**src/rtl/core/pee_pkg.sv**
```systemverilog
// ----------------------------------------------------------------------------
// pee_pkg
// shared codes, constants and controller/datapath signal groups
// ----------------------------------------------------------------------------
`default_nettype none
package pee_pkg;

  localparam int VAL_W = 32;

  localparam logic [2:0] ST_OK        = 3'd0;
  localparam logic [2:0] ST_UNDERFLOW = 3'd1;
  localparam logic [2:0] ST_DROP      = 3'd2;
  localparam logic [2:0] ST_SAT       = 3'd3;
  localparam logic [2:0] ST_DIVZERO   = 3'd4;

  localparam logic [7:0] CH_ZERO  = 8'd48;
  localparam logic [7:0] CH_NINE  = 8'd57;
  localparam logic [7:0] CH_PLUS  = 8'h2B;
  localparam logic [7:0] CH_MINUS = 8'h2D;
  localparam logic [7:0] CH_MUL   = 8'h2A;
  localparam logic [7:0] CH_DIV   = 8'h2F;
  localparam logic [7:0] CH_MOD   = 8'h25;
  localparam logic [7:0] CH_POW   = 8'h24;

  localparam logic signed [VAL_W-1:0] VAL_MAX = 32'sh7FFF_FFFF;
  localparam logic signed [VAL_W-1:0] VAL_MIN = 32'sh8000_0000;
  localparam logic signed [VAL_W-1:0] VAL_NEG_ONE = 32'shFFFF_FFFF;
  localparam logic signed [VAL_W-1:0] VAL_ONE = 32'sd1;

  typedef struct packed {
    logic latch_in;
    logic push_digit;
    logic pop;
    logic latch_a;
    logic latch_b;
    logic alu_start;
    logic push_res;
    logic fin_latch;
  } cmd_t;

  typedef struct packed {
    logic is_digit;
    logic last;
    logic alu_done;
    logic out_busy;
  } stat_t;

  // keep the first error of an expression
  function automatic logic [2:0] note_err(input logic [2:0] cur, input logic [2:0] code);
    note_err = (cur == ST_OK) ? code : cur;
  endfunction

endpackage
`default_nettype wire

```
**src/rtl/core/prefix_expression_evaluator_top.sv**
```systemverilog
// ----------------------------------------------------------------------------
// prefix_expression_evaluator_top
// stack based prefix expression evaluator, one character per input word
// ----------------------------------------------------------------------------
// Characters arrive rightmost first; tlast marks the leftmost one. A digit
// is pushed as it is decoded; an operator pops two operands and runs the
// operator unit: + - and unknown codes in one step, * and $ in a loop with
// one multiply per cycle (at most 32 passes), / and % in a 32-step
// restoring divider. A word with tlast adds a final pop, whose result
// waits until the previous result word has been taken. The result word sits
// in an output register, so the next expression can start while it waits
// to be taken.
`default_nettype none
module prefix_expression_evaluator_top #(
  parameter int STACK_DEPTH = 5
) (
  input  wire logic        clk,
  input  wire logic        rst,
  // input words
  input  wire logic        s_tvalid,
  output logic             s_tready,
  input  wire logic [7:0]  s_tdata,  // [7:0] symbol
  input  wire logic        s_tlast,  // leftmost character
  // result words
  output logic             m_tvalid,
  input  wire logic        m_tready,
  output logic [39:0]      m_tdata   // [31:0] value, [34:32] status, rest zero
);

  pee_pkg::cmd_t  cmd;
  pee_pkg::stat_t stat;
  logic [31:0]    value;
  logic [2:0]     status;

  // sequencer
  pee_ctrl u_ctrl (
    .clk      (clk),
    .rst      (rst),
    .in_valid (s_tvalid),
    .in_ready (s_tready),
    .stat     (stat),
    .cmd      (cmd)
  );

  // stack, operand registers and operator unit
  pee_dp #(
    .STACK_DEPTH (STACK_DEPTH)
  ) u_dp (
    .clk        (clk),
    .rst        (rst),
    .cmd        (cmd),
    .stat       (stat),
    .in_symbol  (s_tdata),
    .in_last    (s_tlast),
    .out_valid  (m_tvalid),
    .out_ready  (m_tready),
    .out_value  (value),
    .out_status (status)
  );

  // pack result word, padded to whole bytes
  assign m_tdata = {5'd0, status, value};

endmodule
`default_nettype wire

```
**src/rtl/core/pee_alu.sv**
```systemverilog
// ----------------------------------------------------------------------------
// pee_alu
// iterative operator unit: add/sub in one step, multiply and power by a
// looped multiplier, divide and remainder by a restoring divider
// ----------------------------------------------------------------------------
`default_nettype none
module pee_alu (
  input  wire logic        clk,
  input  wire logic        rst,
  input  wire logic        start,
  input  wire logic [7:0]  op,
  input  wire logic signed [31:0] a,
  input  wire logic signed [31:0] b,
  output logic             done,
  output logic signed [31:0] res,
  output logic [2:0]       err
);

  typedef enum logic [1:0] {A_IDLE, A_MUL, A_DIV} astate_t;

  astate_t state;
  logic signed [31:0] acc;
  logic [31:0] lim;
  logic [5:0]  iter;
  logic        is_pow;
  logic [31:0] dvs;
  logic [31:0] quo;
  logic [32:0] rem;
  logic [4:0]  cnt;
  logic        is_rem;

  logic signed [63:0] prod;
  logic        prod_ovf;
  logic [5:0]  iter_inc;
  logic [32:0] shv;
  logic        ge;
  logic [32:0] rem_n;
  logic [31:0] quo_n;
  logic [31:0] mag_a;
  logic [31:0] mag_b;
  logic signed [32:0] sum;
  logic signed [32:0] dif;

  assign mag_a = a[31] ? (~a + 32'd1) : a;
  assign mag_b = b[31] ? (~b + 32'd1) : b;
  assign sum = {a[31], a} + {b[31], b};
  assign dif = {a[31], a} - {b[31], b};

  assign prod = acc * a;
  assign prod_ovf = !((&prod[63:31]) || ~(|prod[63:31]));
  assign iter_inc = iter + 6'd1;

  assign shv = {rem[31:0], quo[31]};
  assign ge = shv >= {1'b0, dvs};
  assign rem_n = ge ? (shv - {1'b0, dvs}) : shv;
  assign quo_n = {quo[30:0], ge};

  always_ff @(posedge clk) begin
    if (rst) begin
      state <= A_IDLE;
      done <= 1'b0;
    end else begin
      done <= 1'b0;
      unique case (state)
        A_IDLE: begin
          if (start) begin
            err <= pee_pkg::ST_OK;
            priority case (op)
              pee_pkg::CH_PLUS: begin
                done <= 1'b1;
                if (sum[32] != sum[31]) begin
                  res <= sum[32] ? pee_pkg::VAL_MIN : pee_pkg::VAL_MAX;
                  err <= pee_pkg::ST_SAT;
                end else begin
                  res <= sum[31:0];
                end
              end
              pee_pkg::CH_MINUS: begin
                done <= 1'b1;
                if (dif[32] != dif[31]) begin
                  res <= dif[32] ? pee_pkg::VAL_MIN : pee_pkg::VAL_MAX;
                  err <= pee_pkg::ST_SAT;
                end else begin
                  res <= dif[31:0];
                end
              end
              pee_pkg::CH_MUL: begin
                acc <= b;
                lim <= 32'd1;
                iter <= '0;
                is_pow <= 1'b0;
                state <= A_MUL;
              end
              pee_pkg::CH_DIV, pee_pkg::CH_MOD: begin
                if (b == 32'sd0) begin
                  done <= 1'b1;
                  res <= '0;
                  err <= pee_pkg::ST_DIVZERO;
                end else begin
                  dvs <= mag_b;
                  quo <= mag_a;
                  rem <= '0;
                  cnt <= '0;
                  is_rem <= (op == pee_pkg::CH_MOD);
                  state <= A_DIV;
                end
              end
              pee_pkg::CH_POW: begin
                // trivial bases and exponents finish at once
                if (b == 32'sd0 || a == pee_pkg::VAL_ONE) begin
                  done <= 1'b1;
                  res <= pee_pkg::VAL_ONE;
                end else if (a == pee_pkg::VAL_NEG_ONE) begin
                  done <= 1'b1;
                  res <= b[0] ? pee_pkg::VAL_NEG_ONE : pee_pkg::VAL_ONE;
                end else if (b[31] || a == 32'sd0) begin
                  done <= 1'b1;
                  res <= '0;
                end else begin
                  acc <= pee_pkg::VAL_ONE;
                  lim <= b;
                  iter <= '0;
                  is_pow <= 1'b1;
                  state <= A_MUL;
                end
              end
              default: begin
                done <= 1'b1;
                res <= '0;
              end
            endcase
          end
        end
        A_MUL: begin
          if (prod_ovf) begin
            done <= 1'b1;
            err <= pee_pkg::ST_SAT;
            if (is_pow) begin
              res <= (a[31] && lim[0]) ? pee_pkg::VAL_MIN : pee_pkg::VAL_MAX;
            end else begin
              res <= prod[63] ? pee_pkg::VAL_MIN : pee_pkg::VAL_MAX;
            end
            state <= A_IDLE;
          end else if ({26'd0, iter_inc} == lim) begin
            done <= 1'b1;
            res <= prod[31:0];
            state <= A_IDLE;
          end else begin
            acc <= prod[31:0];
            iter <= iter_inc;
          end
        end
        A_DIV: begin
          rem <= rem_n;
          quo <= quo_n;
          cnt <= cnt + 5'd1;
          if (cnt == 5'd31) begin
            done <= 1'b1;
            state <= A_IDLE;
            if (is_rem) begin
              res <= a[31] ? (~rem_n[31:0] + 32'd1) : rem_n[31:0];
            end else if (a[31] != b[31]) begin
              res <= ~quo_n + 32'd1;
            end else if (quo_n[31]) begin
              res <= pee_pkg::VAL_MAX;
              err <= pee_pkg::ST_SAT;
            end else begin
              res <= quo_n;
            end
          end
        end
        default: state <= A_IDLE;
      endcase
    end
  end

endmodule
`default_nettype wire

```
**src/rtl/core/pee_dp.sv**
```systemverilog
// ----------------------------------------------------------------------------
// pee_dp
// datapath: input word register, operand stack, operand registers, operator
// unit and the output word register
// ----------------------------------------------------------------------------
`default_nettype none
module pee_dp #(
  parameter int STACK_DEPTH = 5
) (
  input  wire logic          clk,
  input  wire logic          rst,
  input  wire pee_pkg::cmd_t cmd,
  output pee_pkg::stat_t     stat,
  input  wire logic [7:0]    in_symbol,
  input  wire logic          in_last,
  output logic               out_valid,
  input  wire logic          out_ready,
  output logic [31:0]        out_value,
  output logic [2:0]         out_status
);

  localparam int PTR_W = $clog2(STACK_DEPTH + 1);
  localparam int IDX_W = (STACK_DEPTH > 1) ? $clog2(STACK_DEPTH) : 1;
  localparam logic [PTR_W-1:0] FULL = PTR_W'(STACK_DEPTH);

  logic [31:0] mem [STACK_DEPTH];
  logic [31:0] rd_data;
  logic        rd_empty;
  logic [PTR_W-1:0] top;
  logic [PTR_W-1:0] top_dec;
  logic [2:0]  err;
  logic [7:0]  sym;
  logic        last;
  logic signed [31:0] opa;
  logic signed [31:0] opb;
  logic        alu_done;
  logic signed [31:0] alu_res;
  logic [2:0]  alu_err;
  logic        empty;
  logic        full;
  logic        do_push;
  logic [31:0] push_val;
  logic [31:0] pop_val;

  assign empty = (top == '0);
  assign full = (top >= FULL);
  assign top_dec = top - PTR_W'(1);
  assign pop_val = rd_empty ? pee_pkg::VAL_NEG_ONE : rd_data;
  assign do_push = cmd.push_digit || cmd.push_res;
  assign push_val = cmd.push_digit ? {28'd0, 4'(sym - pee_pkg::CH_ZERO)} : alu_res;

  assign stat.is_digit = (sym >= pee_pkg::CH_ZERO) && (sym <= pee_pkg::CH_NINE);
  assign stat.last = last;
  assign stat.alu_done = alu_done;
  assign stat.out_busy = out_valid && !out_ready;

  pee_alu u_alu (
    .clk   (clk),
    .rst   (rst),
    .start (cmd.alu_start),
    .op    (sym),
    .a     (opa),
    .b     (opb),
    .done  (alu_done),
    .res   (alu_res),
    .err   (alu_err)
  );

  // stack storage, one write and one registered read
  always_ff @(posedge clk) begin
    if (do_push && !full) begin
      mem[top[IDX_W-1:0]] <= push_val;
    end
    if (cmd.pop) begin
      rd_data <= mem[top_dec[IDX_W-1:0]];
    end
  end

  always_ff @(posedge clk) begin
    if (cmd.latch_in) begin
      sym <= in_symbol;
      last <= in_last;
    end
    if (cmd.latch_a) begin
      opa <= pop_val;
    end
    if (cmd.latch_b) begin
      opb <= pop_val;
    end
    if (cmd.fin_latch) begin
      out_value <= pop_val;
      out_status <= err;
    end
  end

  always_ff @(posedge clk) begin
    if (rst) begin
      top <= '0;
      err <= pee_pkg::ST_OK;
      rd_empty <= 1'b0;
      out_valid <= 1'b0;
    end else begin
      if (out_valid && out_ready) begin
        out_valid <= 1'b0;
      end
      if (cmd.pop) begin
        rd_empty <= empty;
        if (empty) begin
          err <= pee_pkg::note_err(err, pee_pkg::ST_UNDERFLOW);
        end else begin
          top <= top_dec;
        end
      end
      if (do_push) begin
        if (full) begin
          err <= pee_pkg::note_err(
                   pee_pkg::note_err(err, cmd.push_res ? alu_err : pee_pkg::ST_OK),
                   pee_pkg::ST_DROP);
        end else begin
          top <= top + PTR_W'(1);
          err <= pee_pkg::note_err(err, cmd.push_res ? alu_err : pee_pkg::ST_OK);
        end
      end
      if (cmd.fin_latch) begin
        top <= '0;
        err <= pee_pkg::ST_OK;
        out_valid <= 1'b1;
      end
    end
  end

`ifndef SYNTH
  a_top_range: assert property (@(posedge clk) disable iff (rst) top <= FULL)
    else $error("stack pointer beyond depth");
  a_fin_clear: assert property (@(posedge clk) disable iff (rst)
    cmd.fin_latch |=> (top == '0) && (err == pee_pkg::ST_OK) && out_valid)
    else $error("final word did not clear the stack");
  a_drop_err: assert property (@(posedge clk) disable iff (rst)
    (cmd.push_digit && full && !cmd.fin_latch) |=> (err != pee_pkg::ST_OK))
    else $error("dropped push left no error");
`endif

endmodule
`default_nettype wire

```
**src/rtl/core/pee_ctrl.sv**
```systemverilog
// ----------------------------------------------------------------------------
// pee_ctrl
// sequencer: decode, pops, operator run, push, final pop and result hand-off
// ----------------------------------------------------------------------------
`default_nettype none
module pee_ctrl (
  input  wire logic           clk,
  input  wire logic           rst,
  input  wire logic           in_valid,
  output logic                in_ready,
  input  wire pee_pkg::stat_t stat,
  output pee_pkg::cmd_t       cmd
);

  typedef enum logic [3:0] {
    S_IDLE, S_DEC, S_POPB, S_LATB, S_START, S_RUN, S_FPOP, S_FLAT
  } state_t;

  state_t state;
  state_t state_next;

  always_comb begin
    cmd = '0;
    in_ready = 1'b0;
    state_next = state;
    unique case (state)
      S_IDLE: begin
        in_ready = 1'b1;
        if (in_valid) begin
          cmd.latch_in = 1'b1;
          state_next = S_DEC;
        end
      end
      S_DEC: begin
        if (stat.is_digit) begin
          cmd.push_digit = 1'b1;
          state_next = stat.last ? S_FPOP : S_IDLE;
        end else begin
          cmd.pop = 1'b1;
          state_next = S_POPB;
        end
      end
      S_POPB: begin
        cmd.latch_a = 1'b1;
        cmd.pop = 1'b1;
        state_next = S_LATB;
      end
      S_LATB: begin
        cmd.latch_b = 1'b1;
        state_next = S_START;
      end
      S_START: begin
        cmd.alu_start = 1'b1;
        state_next = S_RUN;
      end
      S_RUN: begin
        if (stat.alu_done) begin
          cmd.push_res = 1'b1;
          state_next = stat.last ? S_FPOP : S_IDLE;
        end
      end
      S_FPOP: begin
        cmd.pop = 1'b1;
        state_next = S_FLAT;
      end
      S_FLAT: begin
        if (!stat.out_busy) begin
          cmd.fin_latch = 1'b1;
          state_next = S_IDLE;
        end
      end
      default: state_next = S_IDLE;
    endcase
  end

  always_ff @(posedge clk) begin
    if (rst) begin
      state <= S_IDLE;
    end else begin
      state <= state_next;
    end
  end

endmodule
`default_nettype wire

```
**config.mk**
```make
export PLATFORM = sky130hd
export DESIGN_NAME = prefix_expression_evaluator_top
export DESIGN_NICKNAME = d
export VERILOG_FILES = /design/src/rtl/core/pee_pkg.sv /design/src/rtl/core/prefix_expression_evaluator_top.sv /design/src/rtl/core/pee_alu.sv /design/src/rtl/core/pee_dp.sv /design/src/rtl/core/pee_ctrl.sv
export SDC_FILE = /design/constraint.sdc
export NUM_CORES = 2
export LEC_CHECK = 0
export BUFFER_PORTS_ARGS = -buffer_cell sky130_fd_sc_hd__buf_2
export CAP_MARGIN = 15
export CORE_MARGIN = 5
export CORE_UTILIZATION = 35
export DETAILED_ROUTE_END_ITERATION = 10
export PLACE_DENSITY = 0.58
export RECOVER_POWER = 100
export SLEW_MARGIN = 20
export SYNTH_ARGS = -nofsm -noshare
export SYNTH_HDL_FRONTEND = slang
export SYNTH_SLANG_ARGS = --single-unit
```
**constraint.sdc**
```tcl
create_clock -name clk -period 11.8 [get_ports clk]
set_input_delay 2.95 -clock clk [delete_from_list [all_inputs] [get_ports clk]]
set_output_delay 2.95 -clock clk [all_outputs]
set_load 0.01 [all_outputs]
```
### Yosys cells after proc, flatten, opt, wreduce, memory -nomap -nowiden

Memory sizes are Yosys's and may differ from the RTL's. A register that Yosys moved wholly into a read port is not among the register bits.
Cells that the tools add are included.

| storage, ports and cells | value |
|---|---|
| memories kept | 1 |
| memory bits (writable) | 160 |
| output and inout port bits | 42 |
| word-level logic and storage cells | 268 |
| register bits after elaboration | 331 |

Memories:

| name | words | bits a word | read ports | clocked after memory_dff | wr ports | line | text |
|---|---|---|---|---|---|---|---|
| u_dp.mem | 5 | 32 | 1 | 1 | 1 | pee_dp.sv:26 | `logic [31:0] mem [STACK_DEPTH];` |

| cells by class | value |
|---|---|
| equality and inequality tests | 48 |
| $add $sub $neg | 12 |
| reductions and logical operators | 40 |
| bitwise operators | 7 |
| mux-type cells | 130 |
| $mul | 1 |
| magnitude comparators | 4 |

Operator list:

| kind | number |
|---|---|
| 2-to-1 mux 32 bit | 38 |
| one-hot mux 32 bit (2 select lines) | 5 |
| one-hot mux 32 bit (5 select lines) | 1 |
| adder 32 x 1 -> 32 bit (second input constant) | 4 |
| NOT 32 bit | 4 |
| one-hot mux 32 bit (3 select lines) | 1 |
| zero test 32 bit | 2 |
| multiplier 32 x 32 -> 64 bit | 1 |
| 2-to-1 mux 31 bit | 2 |
| 2-to-1 mux 3 bit | 20 |
| equality test 8 x 6 -> 1 bit (second input constant) | 6 |
| 2-to-1 mux 6 bit | 6 |
| adder 32 x 32 -> 33 bit | 1 |
| greater-or-equal comparator 33 x 32 -> 1 bit | 1 |
| AND reduction 33 bit | 1 |
| OR reduction 33 bit | 1 |
| subtractor 32 x 32 -> 33 bit | 1 |
| equality test 32 x 1 -> 1 bit (second input constant) | 1 |
| equality test 32 x 2 -> 1 bit (second input constant) | 1 |
| equality test 6 x 32 -> 1 bit | 1 |
| one-hot mux 4 bit (8 select lines) | 1 |
| subtractor 32 bit | 1 |
| inequality test 2 bit (second input constant) | 15 |
| 2-to-1 mux 1 bit | 28 |
| other kinds (44) | 99 |

### Depth between registers and ports, before layout

| logic depth | value |
|---|---|
| depth in word-level cells | 8 |
| mapped depth | 37 |
| depth with buffers taken out | 30 |

### By module

A second synthesis with hierarchy kept.

| unflattened totals | value |
|---|---|
| cells, all modules | 6791 |
| area, all modules | 67131.9 um2 |

Modules (own cells, without submodules):

| module | cells each | area an instance (um2) | times used |
|---|---|---|---|
| pee_alu | 6234 | 55595.8 | 1 |
| pee_dp | 517 | 11237.0 | 1 |
| pee_ctrl | 34 | 257.7 | 1 |
| prefix_expression_evaluator_top | 6 | 41.3 | 1 |

### Worst setup path after synthesis

No wires, ideal clock.

| path | value |
|---|---|
| path type | register -> register |
| start | reg u_dp.opa[2] |
| end | reg u_dp.u_alu.acc[0] (enable) |
| clock period less this slack | 12253 ps |
| slack | -453 ps |
| required time | 11319 ps |
| cell stages (with the launch flop) | 32 |
| path buffers | 4 |
| library setup time | 481 ps |
| arrival | 11772 ps |
| cells stage by stage | edfxtp_1 > clkbuf_1 > buf_1 > nand2_1 > inv_1 > fa_1 > fa_1 > fa_1 > inv_1 > fa_1 > inv_1 > fa_1 > fa_1 > inv_1 > fa_1 > fa_1 > inv_1 > ha_1 > clkbuf_1 > a21oi_1 > o22ai_1 > o221a_2 > nor4_1 > or3b_4 > a2111oi_0 > nor3b_1 > a31oi_1 > or4b_1 > buf_6 > a32oi_2 > nor2_1 > nor3_1 |

| between the ends | value |
|---|---|
| cells in the longest elaborated chain, start to end | 6 |

RTL lines:

| item | line | text |
|---|---|---|
| from (decl) | pee_dp.sv:34 | `logic signed [31:0] opa;` |
| from (signal assigned) | pee_dp.sv:85 | `opa <= pop_val;` |
| multiplier 32 x 32 -> 64 bit | pee_alu.sv:49 | `assign prod = acc * a;` |
| OR reduction 33 bit | pee_alu.sv:50 | `assign prod_ovf = !((&prod[63:31]) \|\| ~(\|prod[63:31]));` |
| NOT 1 bit | pee_alu.sv:50 |  |
| logical OR 1 bit | pee_alu.sv:50 |  |
| inequality test 2 bit (no source line) | - |  |
| AND reduction 9 bit (no source line) * | - |  |
| to (signal assigned) | pee_alu.sv:120 | `acc <= pee_pkg::VAL_ONE;` |
| to (signal assigned) | pee_alu.sv:149 | `acc <= prod[31:0];` |
| to (decl) | pee_alu.sv:22 | `logic signed [31:0] acc;` |

Mark *: on every way between the ends. The rest lies on a longest branch, timed or not.
A chain may end at the register's enable or synchronous reset.

### Final worst setup path

| path | value |
|---|---|
| start | reg u_dp.u_alu.acc[31] |
| end | reg u_dp.u_alu.res[27] (data pin) |

| between the ends | value |
|---|---|
| cells in the longest elaborated chain, start to end | 6 |

RTL lines:

| item | line | text |
|---|---|---|
| multiplier 32 x 32 -> 64 bit * | pee_alu.sv:49 |  |
| OR reduction 33 bit | pee_alu.sv:50 |  |
| NOT 1 bit | pee_alu.sv:50 |  |
| logical OR 1 bit | pee_alu.sv:50 |  |
| 2-to-1 mux 32 bit * | pee_alu.sv:135 | `if (prod_ovf) begin` |
| one-hot mux 32 bit (3 select lines) * | pee_alu.sv:64 | `unique case (state)` |
| to (signal assigned) | pee_alu.sv:72 | `res <= sum[32] ? pee_pkg::VAL_MIN : pee_pkg::VAL_MAX;` |
| to (signal assigned) | pee_alu.sv:139 | `res <= (a[31] && lim[0]) ? pee_pkg::VAL_MIN : pee_pkg::VAL_MAX;` |
| to (signal assigned) | pee_alu.sv:141 | `res <= prod[63] ? pee_pkg::VAL_MIN : pee_pkg::VAL_MAX;` |
| to (decl) | pee_alu.sv:15 | `output logic signed [31:0] res,` |

Marks and branches as above.

==> metrics.txt <==
# TYPE chip_impl_metric gauge
chip_impl_metric{name="report.final.setup_viol",unit=""} 0
chip_impl_info{name="timing_worst_setup_path_type",value="reg2reg"} 1
chip_impl_metric{name="num-nets-final",unit=""} 8049
chip_impl_metric{name="synth-simple-area-share",unit="%"} 16.06
chip_impl_metric{name="area.growth.synth_to_final",unit="%"} 7.287
chip_impl_metric{name="final_cells",unit=""} 9215
chip_impl_metric{name="grt_pass1_wl",unit="um"} 318300
chip_impl_info{name="hp-class",value="reg2reg"} 1
chip_impl_metric{name="grt_start_max_net_pins",unit=""} 70
chip_impl_metric{name="clock_sinks",unit=""} 521
chip_impl_metric{name="number_of_flops_mapped_to_enable_cells_by_yosys",unit=""} 507
chip_impl_metric{name="cts.htree.levels",unit=""} 2
chip_impl_metric{name="postSynth.asyncResetShare",unit="%"} 0
chip_impl_metric{name="dieHeight",unit="um"} 447.8
chip_impl_info{name="worst_setup_path_end_kind",value="register"} 1
chip_impl_metric{name="yosysWarnings",unit=""} 0
chip_impl_metric{name="drt_pass1_iterations",unit=""} 6
chip_impl_metric{name="finalWorstPathRequiredPeriod",unit="ns"} 11.22
chip_impl_metric{name="routed_wl",unit="um"} 205700
chip_impl_metric{name="synthCells",unit=""} 6787
chip_impl_metric{name="cp_data_arrival_time",unit="ns"} 11.59
chip_impl_info{name="worst_setup_path_start_kind",value="register"} 1
chip_impl_metric{name="post_drt_wl_per_cell",unit="um"} 22.33
chip_impl_metric{name="setup_skew_after_layout",unit="ns"} 0.03249
chip_impl_metric{name="antenna_found_initial",unit=""} 14
chip_impl_metric{name="detail_route.vias_per_cell",unit=""} 5.316
chip_impl_info{name="clock-root-buffer",value="sky130_fd_sc_hd__clkbuf_16"} 1
chip_impl_metric{name="final.fill_count",unit=""} 18890
chip_impl_info{name="netlist.top_cell.by_area",value="sky130_fd_sc_hd__fa_1"} 1
chip_impl_metric{name="multiInputGateArea",unit="um2"} 46040
chip_impl_metric{name="path_max_fanout",unit=""} 26
chip_impl_metric{name="slew_headroom",unit="%"} -184.9
chip_impl_metric{name="drt-initial-drc-count",unit=""} 3853
chip_impl_info{name="cpMaxStageDelayCell",value="sky130_fd_sc_hd__fa_1"} 1
chip_impl_metric{name="rows",unit=""} 160
chip_impl_info{name="synth_area_leaders",value="sky130_fd_sc_hd__fa_1, sky130_fd_sc_hd__edfxtp_1, sky130_fd_sc_hd__inv_1, sky130_fd_sc_hd__ha_1, sky130_fd_sc_hd__and2_1"} 1
chip_impl_metric{name="top_level_ports",unit=""} 55
chip_impl_metric{name="synthMuxAreaShare",unit="%"} 2.247
chip_impl_metric{name="clock_path_buffers",unit=""} 3
chip_impl_metric{name="layout.area.seq",unit="um2"} 15500
chip_impl_metric{name="synth_area",unit="um2"} 67100
chip_impl_metric{name="globalRouteOverflowTotal",unit=""} 0
chip_impl_metric{name="setup-tns-final",unit="ns"} 0
chip_impl_info{name="critical_path.most_common_cell",value="sky130_fd_sc_hd__fa_1"} 1
chip_impl_metric{name="timing.max_cap.violations",unit=""} 19
chip_impl_metric{name="hpwl",unit="um"} 163800
chip_impl_metric{name="gp_congestion",unit=""} 0.9667
chip_impl_metric{name="detailroute.via_count",unit=""} 48990
chip_impl_metric{name="design_area",unit="um2"} 71990
chip_impl_metric{name="synth_seq_cells",unit=""} 521
chip_impl_metric{name="post-cts-setup-buffer-count",unit=""} 0
chip_impl_metric{name="post_route_cells_drive_above_1_share",unit="%"} 5.435
chip_impl_metric{name="timing_hold_violations_final",unit=""} 0
chip_impl_metric{name="worst_skew_pair.late_latency",unit="ns"} 0.65
chip_impl_metric{name="post-synth-top-area-fraction",unit="%"} 32.37
chip_impl_info{name="outcome",value="finished, violations left"} 1
chip_impl_info{name="clock_tree_from_tritoncts",value="yes"} 1
chip_impl_metric{name="cts_made_buffers",unit=""} 55
chip_impl_metric{name="synth_compound_area_share",unit="%"} 9.117
chip_impl_metric{name="hold_ws",unit="ns"} 0.5247
chip_impl_metric{name="drt.antenna.violating_nets",unit=""} 0
chip_impl_metric{name="synth-seq-area-share",unit="%"} 23.11
chip_impl_metric{name="adder_and_majority_cell_fraction_of_the_synthesized_area",unit="%"} 37.96
chip_impl_metric{name="fmax",unit="MHz"} 89.12
chip_impl_metric{name="detail_route.drc_violations",unit=""} 0
chip_impl_metric{name="placed_area",unit="um2"} 70330
chip_impl_metric{name="post_synthesis_average_cell_area",unit="um2"} 9.886
chip_impl_metric{name="die-area",unit="um2"} 200600
chip_impl_metric{name="holdBufCountCts",unit=""} 0
chip_impl_info{name="grt_setup_unrepaired",value="false"} 1
chip_impl_metric{name="finalMaxSlewViolations",unit=""} 739
chip_impl_metric{name="floorplan.core_area",unit="um2"} 190400
chip_impl_metric{name="critical_path_required",unit="ns"} 12.17
chip_impl_metric{name="dieWidth",unit="um"} 447.8
chip_impl_metric{name="tightestPinTransition",unit="ns"} 4.274
chip_impl_metric{name="synth-xor-area-share",unit="%"} 3.198
chip_impl_metric{name="global_route.usage.total",unit="%"} 20.67
chip_impl_metric{name="dp_cells",unit=""} 9107
chip_impl_metric{name="cts.repair.resized",unit=""} 0
chip_impl_info{name="dominantRegCellSynth",value="sky130_fd_sc_hd__edfxtp_1"} 1
chip_impl_info{name="synth_top_family_by_area",value="adder cells"} 1
chip_impl_metric{name="yosysUniqueCellTypes",unit=""} 110
chip_impl_metric{name="initial_core_util",unit="%"} 35.24
chip_impl_info{name="failed_checks",value="max-capacitance violations, max-slew violations"} 1
chip_impl_metric{name="clkTransAtPathRegs",unit="ns"} 0.07
chip_impl_metric{name="numPortBuffers",unit=""} 49
chip_impl_metric{name="number_of_global_route_vias_before_repair",unit=""} 51460
chip_impl_metric{name="max_stage_delay",unit="ns"} 0.86
chip_impl_metric{name="timing.final.crit_share",unit="%"} 95.09
[metrics by stage]
stage          worst slack (ns)  util [%]
2_1_floorplan            0.7144         -
3_3_place_gp             0.7519     36.90
3_5_place_dp             0.5570     36.94
4_1_cts                  0.4945     37.95
5_1_grt                 0.01195     37.81
6_report                 0.5797     37.81
[synth_stat cells (all sizes together) (67+ instances only)]
cell type,number
edfxtp,507
o21ai,239
nor2,306
fa,1085
nand2,775
nor3,74
clkbuf,316
nand3,68
inv,1077
a21oi,234
and2,565
xor2,82
buf,67
xnor2,163
ha,298
[per-layer routing]
layer	GRT usage, %	vias to the layer above	wire length (um)
met5	0	-	0
met4	7.675	0	9269
met3	2.748	321	12620
met2	34.12	1663	96570
met1	27.87	25350	87270
li1	-	21650	-
[flip-flops by register name, indices dropped and copies added, names as in the netlist, 6 cells and up]
name	count
u_dp.u_alu.rem	32
u_dp.mem	160
u_dp.u_alu.dvs	32
u_dp.u_alu.res	32
u_dp.rd_data	32
u_dp.u_alu.iter	6
u_dp.opb	32
u_dp.u_alu.acc	32
u_dp.opa	32
u_dp.out_value	32
u_dp.u_alu.quo	32
u_dp.u_alu.lim	32
u_dp.sym	8
[worst paths after layout]
path | from | endpoint | slack [ns] | depth (start not counted)
setup reg to reg | u_dp.u_alu.acc[31] | u_dp.u_alu.res[27] | 0.58 | 30
hold / removal | u_dp.err[0] | u_dp.out_status[0] | 0.52 | 0
hold reg to reg | u_dp.err[0] | u_dp.out_status[0] | 0.52 | 0
setup / recovery | u_dp.u_alu.acc[31] | u_dp.u_alu.res[27] | 0.58 | 30
[area by class of cell]
type | instances | share of cell area (%)
inverter | 1081 | 5.637
timing repair buffer | 188 | 1.816
tap | 2511 | 4.364
sequential | 521 | 21.54
clock inverter | 41 | 0.7265
antenna | 7 | 0.02433
clock buffer | 60 | 1.938
multi-input combinational | 4806 | 63.96
[logic make-up after synthesis]
group | after synthesis
DFF | 521
other | 1
and+or+nand+nor | 2149
buffers and inverters | 1464
muxes | 105
adders and majority gates | 1385
xor gates and xnor gates | 245
AOI/OAI and AO/OA | 917
[worst max-delay path, delay by kind of cell, from the launching register on]
| family | cells | cell delay [ns] |
|---|---|---|
| fa+ha+maj | 9 | 5.02 |
| compound gates | 2 | 0.59 |
| buf+inv | 8 | 1.23 |
| flops | 1 | 0.52 |
| simple gates | 11 | 3.59 |
[cell usage in the layout, fill, tap and decap left out, types with 30 or more instances in the layout]
cell,count
sky130_fd_sc_hd__clkbuf_1,66
sky130_fd_sc_hd__nor4_1,46
sky130_fd_sc_hd__clkbuf_16,55
sky130_fd_sc_hd__o21a_1,31
sky130_fd_sc_hd__nor2_1,302
sky130_fd_sc_hd__inv_1,1077
sky130_fd_sc_hd__o31ai_1,66
sky130_fd_sc_hd__mux4_2,32
sky130_fd_sc_hd__a211oi_1,31
sky130_fd_sc_hd__edfxtp_1,507
sky130_fd_sc_hd__nand2_1,774
sky130_fd_sc_hd__ha_1,298
sky130_fd_sc_hd__nor3_1,73
sky130_fd_sc_hd__a21o_1,43
sky130_fd_sc_hd__xor2_1,82
sky130_fd_sc_hd__or3_1,40
sky130_fd_sc_hd__xnor2_1,163
sky130_fd_sc_hd__and2_0,36
sky130_fd_sc_hd__o21ai_0,229
sky130_fd_sc_hd__mux2_2,37
sky130_fd_sc_hd__a21oi_1,229
sky130_fd_sc_hd__fa_1,1085
sky130_fd_sc_hd__or2_2,30
sky130_fd_sc_hd__nand4_1,44
sky130_fd_sc_hd__nand3_1,67
sky130_fd_sc_hd__a31oi_1,31
sky130_fd_sc_hd__nand2b_1,51
sky130_fd_sc_hd__buf_4,105
sky130_fd_sc_hd__and2_1,529
Power is left out: the tool's default activity adds up to more than one toggle a clock period on the data nets, which glitch-free logic cannot reach.
